### src/hw/rtl/skvt_pkg.sv
// Shared types, sizes and command codes for the sorted key/datum table.
// Used by skvt_cell and sorted_key_value_table; depends on nothing else.

package skvt_pkg;

    // Table size and stored datum width.
    localparam int CAPACITY    = 16;
    localparam int DATUM_WIDTH = 32;
    localparam int IDX_W       = $clog2(CAPACITY);
    localparam int CNT_W       = $clog2(CAPACITY + 1);

    // Field widths of the stream words.
    localparam int KEY_W    = 32;
    localparam int DIN_W    = 32;
    localparam int CMD_W    = 3;
    localparam int POS_W    = 4;
    localparam int STAT_W   = 2;
    localparam int IN_DATA_W  = 72;
    localparam int OUT_DATA_W = 80;

    typedef logic [DATUM_WIDTH-1:0] t_datum;

    // Command codes; the one code left over is a no-op.
    typedef enum logic [CMD_W-1:0] {
        CMD_INSERT = 3'd0,
        CMD_REMOVE = 3'd1,
        CMD_FIND   = 3'd2,
        CMD_FETCH  = 3'd3,
        CMD_FIRST  = 3'd4,
        CMD_STEP   = 3'd5,
        CMD_CLEAR  = 3'd6
    } t_cmd;

    // Result status codes.
    typedef enum logic [STAT_W-1:0] {
        ST_OK        = 2'd0,
        ST_NOT_FOUND = 2'd1,
        ST_FULL      = 2'd2,
        ST_RANGE     = 2'd3
    } t_status;

    // One stored entry.
    typedef struct packed {
        logic signed [KEY_W-1:0] key;
        t_datum                  datum;
    } t_entry;

    // Control broadcast from the top level to every cell.
    typedef struct packed {
        logic                    update;
        logic                    insert_new;
        logic                    remove_hit;
        logic signed [KEY_W-1:0] key;
        t_datum                  datum;
    } t_cell_ctrl;

endpackage

### src/hw/rtl/sorted_key_value_table.sv
// Top level of the sorted key/datum table: a row of cells plus count and cursor.
// Depends on skvt_pkg and skvt_cell.

// The table holds up to 16 signed-key entries in ascending order in a row of
// cells that all compare against the command key at once and shift sideways
// for insert and remove. Each command runs in two steps: in the first the cells
// update and the count and cursor settle, in the second the entry under the
// cursor is read from the row into the output register. A new word is taken
// only after the previous result is in the output register; a stalled output
// holds the second step until its word is taken.

module sorted_key_value_table
    import skvt_pkg::*;
(
    input  logic                  i_clk,
    input  logic                  i_rst_n,
    input  logic                  i_s_tvalid,
    output logic                  o_s_tready,
    // command [2:0], key [34:3], datum [66:35], position [70:67], zero fill [71]
    input  logic [IN_DATA_W-1:0]  i_s_tdata,
    output logic                  o_m_tvalid,
    input  logic                  i_m_tready,
    // status [1:0], was_update [2], cursor_valid [3], key_out [35:4],
    // datum_out [67:36], entry_count [72:68], zero fill [79:73]
    output logic [OUT_DATA_W-1:0] o_m_tdata
);

    // Input word fields.
    t_cmd                    w_cmd;
    logic signed [KEY_W-1:0] w_key;
    t_datum                  w_datum;
    logic [POS_W-1:0]        w_pos;
    logic                    w_accept;

    assign w_cmd    = t_cmd'(i_s_tdata[CMD_W-1:0]);
    assign w_key    = i_s_tdata[CMD_W+KEY_W-1:CMD_W];
    assign w_datum  = i_s_tdata[CMD_W+KEY_W+DATUM_WIDTH-1:CMD_W+KEY_W];
    assign w_pos    = i_s_tdata[CMD_W+KEY_W+DIN_W+POS_W-1:CMD_W+KEY_W+DIN_W];

    // Control and state registers.
    logic               r_busy;
    logic               r_out_valid;
    logic [CNT_W-1:0]   r_count,   n_count;
    logic [IDX_W-1:0]   r_cur_pos, n_cur_pos;
    logic               r_cur_on,  n_cur_on;
    t_status            r_status,  n_status;
    logic               r_upd,     n_upd;
    logic               r_removed, n_removed;
    logic [KEY_W-1:0]   r_rm_key;

    // Output payload registers.
    t_status            r_o_status;
    logic               r_o_upd;
    logic               r_o_cur;
    logic [KEY_W-1:0]   r_o_key;
    logic [DIN_W-1:0]   r_o_datum;
    logic [CNT_W-1:0]   r_o_count;

    logic               w_read;
    assign o_s_tready = !r_busy;
    assign w_accept   = i_s_tvalid && !r_busy;
    assign w_read     = r_busy && (!r_out_valid || i_m_tready);

    // Cell row.
    t_cell_ctrl            w_ctrl;
    t_entry                w_entry [CAPACITY];
    logic [CAPACITY-1:0]   w_lt;
    logic [CAPACITY-1:0]   w_eq;
    logic                  w_hit;
    logic                  w_full;
    logic [IDX_W-1:0]      w_eq_idx;

    assign w_hit  = |w_eq;
    assign w_full = (r_count == CNT_W'(CAPACITY));

    assign w_ctrl.key        = w_key;
    assign w_ctrl.datum      = w_datum;
    assign w_ctrl.update     = w_accept && (w_cmd == CMD_INSERT) && w_hit;
    assign w_ctrl.insert_new = w_accept && (w_cmd == CMD_INSERT) && !w_hit && !w_full;
    assign w_ctrl.remove_hit = w_accept && (w_cmd == CMD_REMOVE) && w_hit;

    for (genvar g = 0; g < CAPACITY; g++) begin : g_cell
        t_entry w_left;
        t_entry w_right;
        logic   w_left_lt;

        if (g == 0) begin : g_first
            assign w_left    = '0;
            assign w_left_lt = 1'b1;
        end else begin : g_mid
            assign w_left    = w_entry[g-1];
            assign w_left_lt = w_lt[g-1];
        end

        if (g == CAPACITY - 1) begin : g_last
            assign w_right = w_entry[g];
        end else begin : g_inner
            assign w_right = w_entry[g+1];
        end

        skvt_cell u_cell (
            .i_clk      (i_clk),
            .i_ctrl     (w_ctrl),
            .i_occupied (CNT_W'(g) < r_count),
            .i_left_lt  (w_left_lt),
            .i_left     (w_left),
            .i_right    (w_right),
            .o_lt       (w_lt[g]),
            .o_eq       (w_eq[g]),
            .o_entry    (w_entry[g])
        );
    end

    // Index of the matching cell; at most one cell matches.
    always_comb begin
        w_eq_idx = '0;
        for (int i = 0; i < CAPACITY; i++) begin
            if (w_eq[i]) begin
                w_eq_idx = w_eq_idx | IDX_W'(i);
            end
        end
    end

    // Next count, cursor and status for the accepted command.
    logic [CNT_W-1:0] w_pos_ext;
    logic [CNT_W-1:0] w_step_ext;
    logic             w_on;

    assign w_pos_ext  = CNT_W'(w_pos);
    assign w_step_ext = CNT_W'(r_cur_pos) + CNT_W'(1);

    always_comb begin
        n_count   = r_count;
        n_cur_pos = r_cur_pos;
        w_on      = r_cur_on;
        n_status  = ST_OK;
        n_upd     = 1'b0;
        n_removed = 1'b0;
        unique case (w_cmd)
            CMD_INSERT: begin
                w_on = 1'b0;
                if (w_hit) begin
                    n_upd = 1'b1;
                end else if (w_full) begin
                    n_status = ST_FULL;
                end else begin
                    n_count = r_count + CNT_W'(1);
                end
            end
            CMD_REMOVE: begin
                w_on = 1'b0;
                if (w_hit) begin
                    n_removed = 1'b1;
                    n_count   = r_count - CNT_W'(1);
                end else begin
                    n_status = ST_NOT_FOUND;
                end
            end
            CMD_FIND: begin
                w_on = w_hit;
                if (w_hit) begin
                    n_cur_pos = w_eq_idx;
                end else begin
                    n_status = ST_NOT_FOUND;
                end
            end
            CMD_FETCH: begin
                if (w_pos_ext < r_count) begin
                    w_on      = 1'b1;
                    n_cur_pos = IDX_W'(w_pos);
                end else begin
                    n_status = ST_RANGE;
                end
            end
            CMD_FIRST: begin
                w_on      = (r_count != '0);
                n_cur_pos = '0;
            end
            CMD_STEP: begin
                if (r_cur_on && (w_step_ext < r_count)) begin
                    n_cur_pos = IDX_W'(w_step_ext);
                end else begin
                    w_on = 1'b0;
                end
            end
            CMD_CLEAR: begin
                n_count = '0;
                w_on    = 1'b0;
            end
            default: begin
            end
        endcase
        // A cursor past the last entry goes off.
        n_cur_on = w_on && (CNT_W'(n_cur_pos) < n_count);
    end

    // Control state.
    always_ff @(posedge i_clk) begin
        if (!i_rst_n) begin
            r_busy      <= 1'b0;
            r_out_valid <= 1'b0;
            r_count     <= '0;
            r_cur_pos   <= '0;
            r_cur_on    <= 1'b0;
        end else begin
            if (w_accept) begin
                r_busy    <= 1'b1;
                r_count   <= n_count;
                r_cur_pos <= n_cur_pos;
                r_cur_on  <= n_cur_on;
            end else if (w_read) begin
                r_busy <= 1'b0;
            end
            if (w_read) begin
                r_out_valid <= 1'b1;
            end else if (i_m_tready) begin
                r_out_valid <= 1'b0;
            end
        end
    end

    // Per-command result bits held between the two steps.
    always_ff @(posedge i_clk) begin
        if (w_accept) begin
            r_status  <= n_status;
            r_upd     <= n_upd;
            r_removed <= n_removed;
            r_rm_key  <= w_key;
        end
    end

    // Second step: read the entry under the cursor into the output word.
    t_entry w_cur_entry;
    assign w_cur_entry = w_entry[r_cur_pos];

    always_ff @(posedge i_clk) begin
        if (w_read) begin
            r_o_status <= r_status;
            r_o_upd    <= r_upd;
            r_o_cur    <= r_cur_on;
            r_o_count  <= r_count;
            if (r_cur_on) begin
                r_o_key   <= w_cur_entry.key;
                r_o_datum <= DIN_W'(w_cur_entry.datum);
            end else begin
                r_o_key   <= r_removed ? r_rm_key : '0;
                r_o_datum <= '0;
            end
        end
    end

    assign o_m_tvalid = r_out_valid;
    assign o_m_tdata  = {7'd0, r_o_count, r_o_datum, r_o_key, r_o_cur, r_o_upd, r_o_status};

    // The count never goes beyond the table size.
    a_count_bound: assert property (@(posedge i_clk) disable iff (!i_rst_n)
        r_count <= CNT_W'(CAPACITY))
        else $error("entry count above capacity");

    // A cursor that is on always points inside the table.
    a_cursor_inside: assert property (@(posedge i_clk) disable iff (!i_rst_n)
        r_cur_on |-> (CNT_W'(r_cur_pos) < r_count))
        else $error("cursor past last entry");

    // An accepted word holds the input side until its result is written out.
    a_accept_busy: assert property (@(posedge i_clk) disable iff (!i_rst_n)
        w_accept |=> (r_busy && !o_s_tready))
        else $error("input taken while a command is in flight");

    // With the cursor off, the reported datum is zero.
    a_datum_zero: assert property (@(posedge i_clk) disable iff (!i_rst_n)
        (r_out_valid && !r_o_cur) |-> (r_o_datum == '0))
        else $error("datum reported with cursor off");

endmodule

### src/hw/rtl/skvt_cell.sv
// One cell of the sorted table: holds one entry and compares it with the command key.
// Depends on skvt_pkg for the entry and control types.

module skvt_cell
    import skvt_pkg::*;
(
    input  logic       i_clk,
    input  t_cell_ctrl i_ctrl,
    input  logic       i_occupied,
    input  logic       i_left_lt,
    input  t_entry     i_left,
    input  t_entry     i_right,
    output logic       o_lt,
    output logic       o_eq,
    output t_entry     o_entry
);

    t_entry r_entry;
    t_entry n_entry;

    // Compare the held key with the command key.
    assign o_lt    = i_occupied && ($signed(r_entry.key) < $signed(i_ctrl.key));
    assign o_eq    = i_occupied && (r_entry.key == i_ctrl.key);
    assign o_entry = r_entry;

    // Insert opens a slot at the first cell not below the key; remove closes it.
    always_comb begin
        n_entry = r_entry;
        if (i_ctrl.update && o_eq) begin
            n_entry.datum = i_ctrl.datum;
        end else if (i_ctrl.insert_new && !o_lt) begin
            if (i_left_lt) begin
                n_entry.key   = i_ctrl.key;
                n_entry.datum = i_ctrl.datum;
            end else begin
                n_entry = i_left;
            end
        end else if (i_ctrl.remove_hit && !o_lt) begin
            n_entry = i_right;
        end
    end

    always_ff @(posedge i_clk) begin
        r_entry <= n_entry;
    end

endmodule
### config.mk
export PLATFORM = sky130hd
export DESIGN_NAME = sorted_key_value_table
export DESIGN_NICKNAME = d
export VERILOG_FILES = /design/src/hw/rtl/skvt_pkg.sv /design/src/hw/rtl/sorted_key_value_table.sv /design/src/hw/rtl/skvt_cell.sv
export SDC_FILE = /design/constraint.sdc
export NUM_CORES = 2
export LEC_CHECK = 0
export ABC_AREA = 1
export ABC_CLOCK_PERIOD_IN_PS = 10990
export BUFFER_PORTS_ARGS = -buffer_cell sky130_fd_sc_hd__clkbuf_2
export CELL_PAD_IN_SITES_DETAIL_PLACEMENT = 0
export CELL_PAD_IN_SITES_GLOBAL_PLACEMENT = 2
export CORE_MARGIN = 2
export CORE_UTILIZATION = 42
export CTS_CLUSTER_DIAMETER = 100
export DETAILED_ROUTE_END_ITERATION = 6
export GPL_TIMING_DRIVEN = 0
export PLACE_DENSITY_LB_ADDON = 0.15
export SKIP_CTS_REPAIR_TIMING = 1
export SLEW_MARGIN = 10
export SYNTH_ARGS = -nofsm -noshare
export SYNTH_HDL_FRONTEND = slang
export SYNTH_SLANG_ARGS = --single-unit
### constraint.sdc
create_clock -name i_clk -period 10.99 [get_ports i_clk]
set_input_delay 1.099 -clock i_clk [delete_from_list [all_inputs] [get_ports i_clk]]
set_output_delay 1.099 -clock i_clk [all_outputs]
set_load 0.01 [all_outputs]
# Word-level counts from Yosys, hierarchy flattened
# Index checks and enable logic that the tools add are counted.
# op_classes
muxes,103
bitwise,17
n_eq_ne,23
addsub,3
reduce_logical,164
order_cmp,36
# ops
op,count
64-bit 2-to-1 mux,47
32-bit 2-to-1 mux,19
32-bit equality test,16
32-bit < comparator,16
64-bit binary-select mux with 4-bit select,1
1-bit logical AND,89
3-bit nonzero test,15
4-bit 2-to-1 mux,11
4-bit by 5-bit < comparator with 1-bit output (first input constant),8
2-bit nonzero test,18
2-bit AND reduction,16
1-bit logical NOT,20
3-bit by 5-bit < comparator with 1-bit output (first input constant),4
1-bit NOT,16
4-bit one-hot mux with 4 select lines,1
16-bit OR reduction,1
5-bit 2-to-1 mux,3
5-bit one-hot mux with 3 select lines,1
3-bit 2-to-1 mux,4
1-bit by 5-bit < comparator with 1-bit output (first input constant),2
2-bit by 5-bit < comparator with 1-bit output (first input constant),2
4-bit by 5-bit < comparator with 1-bit output,2
2-bit 2-to-1 mux,5
3-bit equality test (second input constant),3
17 further kinds,26
# totals
input_bits,76
register_bits,1145

# Longest topological paths before layout
# logic_depth
depth_word,21
depth_mapped,25

# Cells and area by module
# From an unflattened synthesis, not the netlist that was laid out.
# unflattened
cells_unflattened,11921
hier_area_um2,89632.2
# by_module_without_submodules
module,area_each_um2,seq_area_each_um2,cells_per_inst,instances
skvt_cell (g_cell[0].u_cell ...),4722.0,1921.8,607,13
skvt_cell (g_cell[7].u_cell ...),4743.3,1921.8,614,3
sorted_key_value_table,14015.9,3513.4,2188,1

# Worst setup path after synthesis
# OpenSTA, ideal clock, no wires.
# synth_timing
path_kind,input -> register
start,input port i_s_tdata[34]
end,"register g_cell[9].u_cell.r_entry, in the netlist g_cell[9].u_cell.o_entry[0], enable pin"
path_slack_ns,4.743
path_stages,18
setup_ns,0.466
arrival_ns,5.781
cell_sequence,inv_1 ha_1 nand2_1 nor2_1 nand2_1 nor2_1 nand3_1 nand2_1 nor2_1 nand2_1 nor2_4 nand2_2 nor3_4 inv_2 o31ai_1 inv_1 clkbuf_1 o21ai_0
# synth_between
elab_chain_cells,8
word_cells_on_any_way,45
classes_between,order compare: 1; eq/ne: 16; reduce/logical: 28
# synth_rtl
item,line_no,rtl
from (decl),sorted_key_value_table.sv:20,"input logic [IN_DATA_W-1:0] i_s_tdata,"
branches (longest 7 deep; another with 32-bit < comparator),--,
3-bit nonzero test (no line) *,--,
to (signal assigned),skvt_cell.sv:44,r_entry <= n_entry;
to (decl),skvt_cell.sv:18,t_entry r_entry;
# Every way passes the cells marked *.
# A chain may end at the register's enable or synchronous reset.

# Worst setup path after layout
# layout_timing
start,input port i_s_tdata[18]
end,"register g_cell[5].u_cell.r_entry, in the netlist g_cell[5].u_cell.o_entry[0], enable pin"
# layout_between
elab_chain_cells,8
word_cells_on_any_way,45
classes_between,order compare: 1; eq/ne: 16; reduce/logical: 28
# layout_rtl
item,line_no
branches (longest 7 deep; another with 32-bit < comparator),--
3-bit nonzero test (no line) *,--
to (signal assigned),skvt_cell.sv:44
to (decl),skvt_cell.sv:18
# Marks and branches as above.

==> run_results.csv <==
group,metric,value,unit
synth,synth_area_per_cell,7.634,µm²
grt,antenna_found_initial,29,
place,place_ws,2.303,ns
grt,grt_pass1_wl,657400,µm
min_path,hp-class,"reg2reg",
clock_tree,cts_tree,"done",
worst_setup_path,worst_path_max_delay_cell,"inv_1",
power_and_ir_drop,leakage,0.03665,µW
outcome,outcome,"complete, but fails checks",
sta,slew_viol_final,35,
power_and_ir_drop,seq_power_share,0.383,
synth,yosysTopAreaCell,"edfxtp_1",
grt,grt_pass1_vias,84520,
synth,yosysSeqAreaShare,0.4180,
worst_setup_path,arrival,9.33,ns
place,place_area,87210,µm²
clock_tree,htree_levels,4,
routing,drt_wl_total,488800,µm
sta,min_period_over_period,0.7929,
synth,synth-main-ff-cell,"edfxtp_1",
routing,drc,0,
clock_tree,cts_root_buf,"clkbuf_16",
place,detailed_place_hpwl,390300,µm
sta,fin_crit,8.714,ns
power_and_ir_drop,powerDensity,140.4,nW/µm²
synth,syn_inst,10740,
run,maxCapViolCount,3,
synth,yosys-top-cells-area,"edfxtp_1 (42%), o21ai_0 (12%), nand2_1 (11%)",
floorplan,num_rows,162,
sta,setup_ws,2.276,ns
worst_setup_path,crit_fanout,19,
worst_setup_path,critPathCaptureType,"flop",
routing,drtPass1Iterations,6,
sta,fmax,114.8,MHz
power_and_ir_drop,internal_power,8542,µW
floorplan,core-area,194400,µm²
layout,final_net_count,11690,
worst_setup_path,worst-path-stages,19,
synth,synth.distinct_cells,49,
synth,synth_area,81960,µm²
place,numPortBuffers,147,
clock_tree,numCtsBuffers,151,
sta,hold_viol_final,0,
worst_setup_path,critPathTopFamily,"simple AND/OR/NAND/NOR gates",
clock_tree,clock_path_buffers,3,
clock_tree,cts.sinks,1145,
place,gp_congestion,1.032,
synth,synth_edf_count,1133,
power_and_ir_drop,pwr-share-comb,0.204,
worst_setup_path,r2r_cells,17,
floorplan,start_util,0.4216,
worst_setup_path,cp-start-kind,"primary input",
synth,async_reset_ff_frac,0,
layout,drive_above_1_share,0.05559,
worst_setup_path,worst_ep_required_time,11.60,ns
sta,relSlewSlack,-0.01866,
grt,grt_usage,0.4778,
power_and_ir_drop,p_switching,4431,µW
routing,first_iter_violations,13170,
power_and_ir_drop,ir_drop,0.1332,mV
routing,vias,90040,
routing,wl_per_cell,35.48,µm
synth,yosysTopAreaCellShare,0.4151,
sta,tightestPinTransition,1.528,ns
floorplan,die_w,445.8,µm
sta,setup_violations,0,
power_and_ir_drop,clock_power_share,0.412,
clock_tree,clk_pin_slew,0.06,ns
min_path,whs_path_depth,0,
outcome,violations,"max-capacitance violations, max-slew violations",
sta,rsz0062_at_grt,"false",
layout,final_area,92390,µm²
clock_tree,worst_skew_pair.late_latency,0.87,ns
worst_setup_path,cp_num_buf_inv,7,
grt,grt_max_degree,39,
sta,skew,0.03971,ns
worst_setup_path,path_cells,"clkbuf_2 > inv_1 > ha_1 > nand2_1 > nor2_1 > nand2_1 > inv_1 > nand3_1 > nand2_1 > nor2_1 > nand2_1 > nor2_4 > inv_1 > nand3_1 > nor2_1 > inv_1 > buf_1 > o21ai_4 > buf_16",
synth,ys_ff_latch,1145,
floorplan,boundaryPins,158,
layout,area_growth,12.72,%
worst_setup_path,worstSetupPathType,"in2reg",
synth,ys_warn_count,0,
power_and_ir_drop,netSwitchingFraction,0.3416,
floorplan,die_h,445.8,µm
worst_setup_path,slowest_delay,1.00,ns
routing,avgViaCountPerCell,6.536,
floorplan,die_area,198700,µm²
routing,ant_nets,0,
grt,gr-total-overflow,0,
sequential cells by signal, summed over array words and instances, names as in the netlist:
name	count
g_cell.u_cell.o_entry	1024
o_m_tvalid	1
r_busy	1
r_count	5
r_cur_on	1
r_cur_pos	4
r_o_count	5
r_o_cur	1
r_o_datum	32
r_o_key	32
r_o_status	2
r_o_upd	1
r_removed	1
r_rm_key	32
r_status	2
r_upd	1
Yosys cell counts (14+ instances only):
library cell  count
nand2_1        2385
a21oi_1        1581
a32o_1           21
inv_2            17
buf_2            68
o21ai_1          37
nor2_1          508
a31oi_1          14
nand3_1         494
or2_2            14
nand4_1          21
edfxtp_1       1133
buf_4            14
nor4_1           21
buf_1            74
inv_1           763
ha_1            527
clkbuf_1        679
a22oi_1         162
o21ai_0        1894
o211ai_1        171
clkinv_1         32
final cells by class:
cell class | instances | area [µm²]
plain buffers | 835 | 3346
clock inverters | 79 | 929.6
flip-flops and latches | 1145 | 34260
clock buffers | 194 | 4098
fillers | 19910 | 102000
multi-input cells | 7950 | 41730
repair buffers | 192 | 1729
diodes | 26 | 65.06
inverters | 812 | 3048
well taps | 2542 | 3181
stage by stage:
stage | hold WS [ns] | std cells | util | power, µW | setup TNS (ns)
6_report | 0.4163 | 13780 | 0.4753 | 12970 | 0
5_1_grt | 0.4391 | 13750 | 0.4749 | 13140 | 0
4_1_cts | 0.4184 | 13750 | 0.4745 | 12730 | 0
3_5_place_dp | 0.4045 | 13470 | 0.4487 | 7522 | 0
3_3_place_gp | 0.4070 | 13430 | 0.4419 | 7464 | -247.56
2_1_floorplan | 0.4003 | 10740 | - | 6258 | 0
per-layer routing:
metal  vias to the layer above  track usage  routed length, µm
met5                         -     0.004151                233
met4                        20       0.4728              57910
met3                      1933       0.1024              47740
met2                      6582       0.7283             212300
met1                     43170       0.5492             170600
li1                      38340            -                  -
layout by cell type, fill, tap and decap left out, types with 11 or more instances in the layout:
cell	synthesis	final
a32o_1	21	21
a21oi_1	1581	1580
o21ai_1	37	38
o21a_1	12	12
or2_2	14	14
a211oi_1	12	12
a31oi_1	14	14
buf_12	0	31
edfxtp_1	1133	1133
clkinv_2	0	21
nor2_1	508	492
o21ai_4	0	11
inv_2	17	17
a22oi_1	162	162
diode_2	0	26
ha_1	527	527
nand4_1	21	21
buf_16	0	13
buf_2	68	77
bufinv_16	0	20
inv_1	763	763
clkbuf_16	0	157
dfxtp_1	12	12
nor4_1	21	21
clkbuf_2	0	194
buf_4	14	14
o211ai_1	171	171
nand3_1	494	494
nand2_1	2385	2385
o21ai_0	1894	1881
buf_1	74	59
nor2_4	3	19
clkinv_1	32	58
clkbuf_1	679	671
cell families after synthesis:
| logic type | share of synthesized area |
|---|---|
| other | 0.00004575 |
| xor gates and xnor gates | 0.0006412 |
| DFF | 0.4180 |
| adders and majority gates | 0.08045 |
| and+or+nand+nor | 0.1693 |
| AOI/OAI and AO/OA | 0.2544 |
| buffers and inverters | 0.07711 |
worst paths after layout:
| kind | to | slack (ns) | from |
|---|---|---|---|
| min | r_o_status[0] | 0.42 | r_status[0] |
| max | g_cell[5].u_cell.o_entry[0] | 2.28 | i_s_tdata[18] |
| min reg2reg | r_o_status[0] | 0.42 | r_status[0] |
| max reg2reg | g_cell[5].u_cell.o_entry[0] | 2.98 | r_count[4] |
power groups by stage:
stage	logic [µW]	registers, µW	clock network, µW
2_1_floorplan	1210	5050	0
3_3_place_gp	2390	5070	0
3_5_place_dp	2460	5060	0
4_1_cts	2470	4970	5290
5_1_grt	2710	4980	5450
6_report	2650	4970	5350
(Power assumes the default switching activity.)
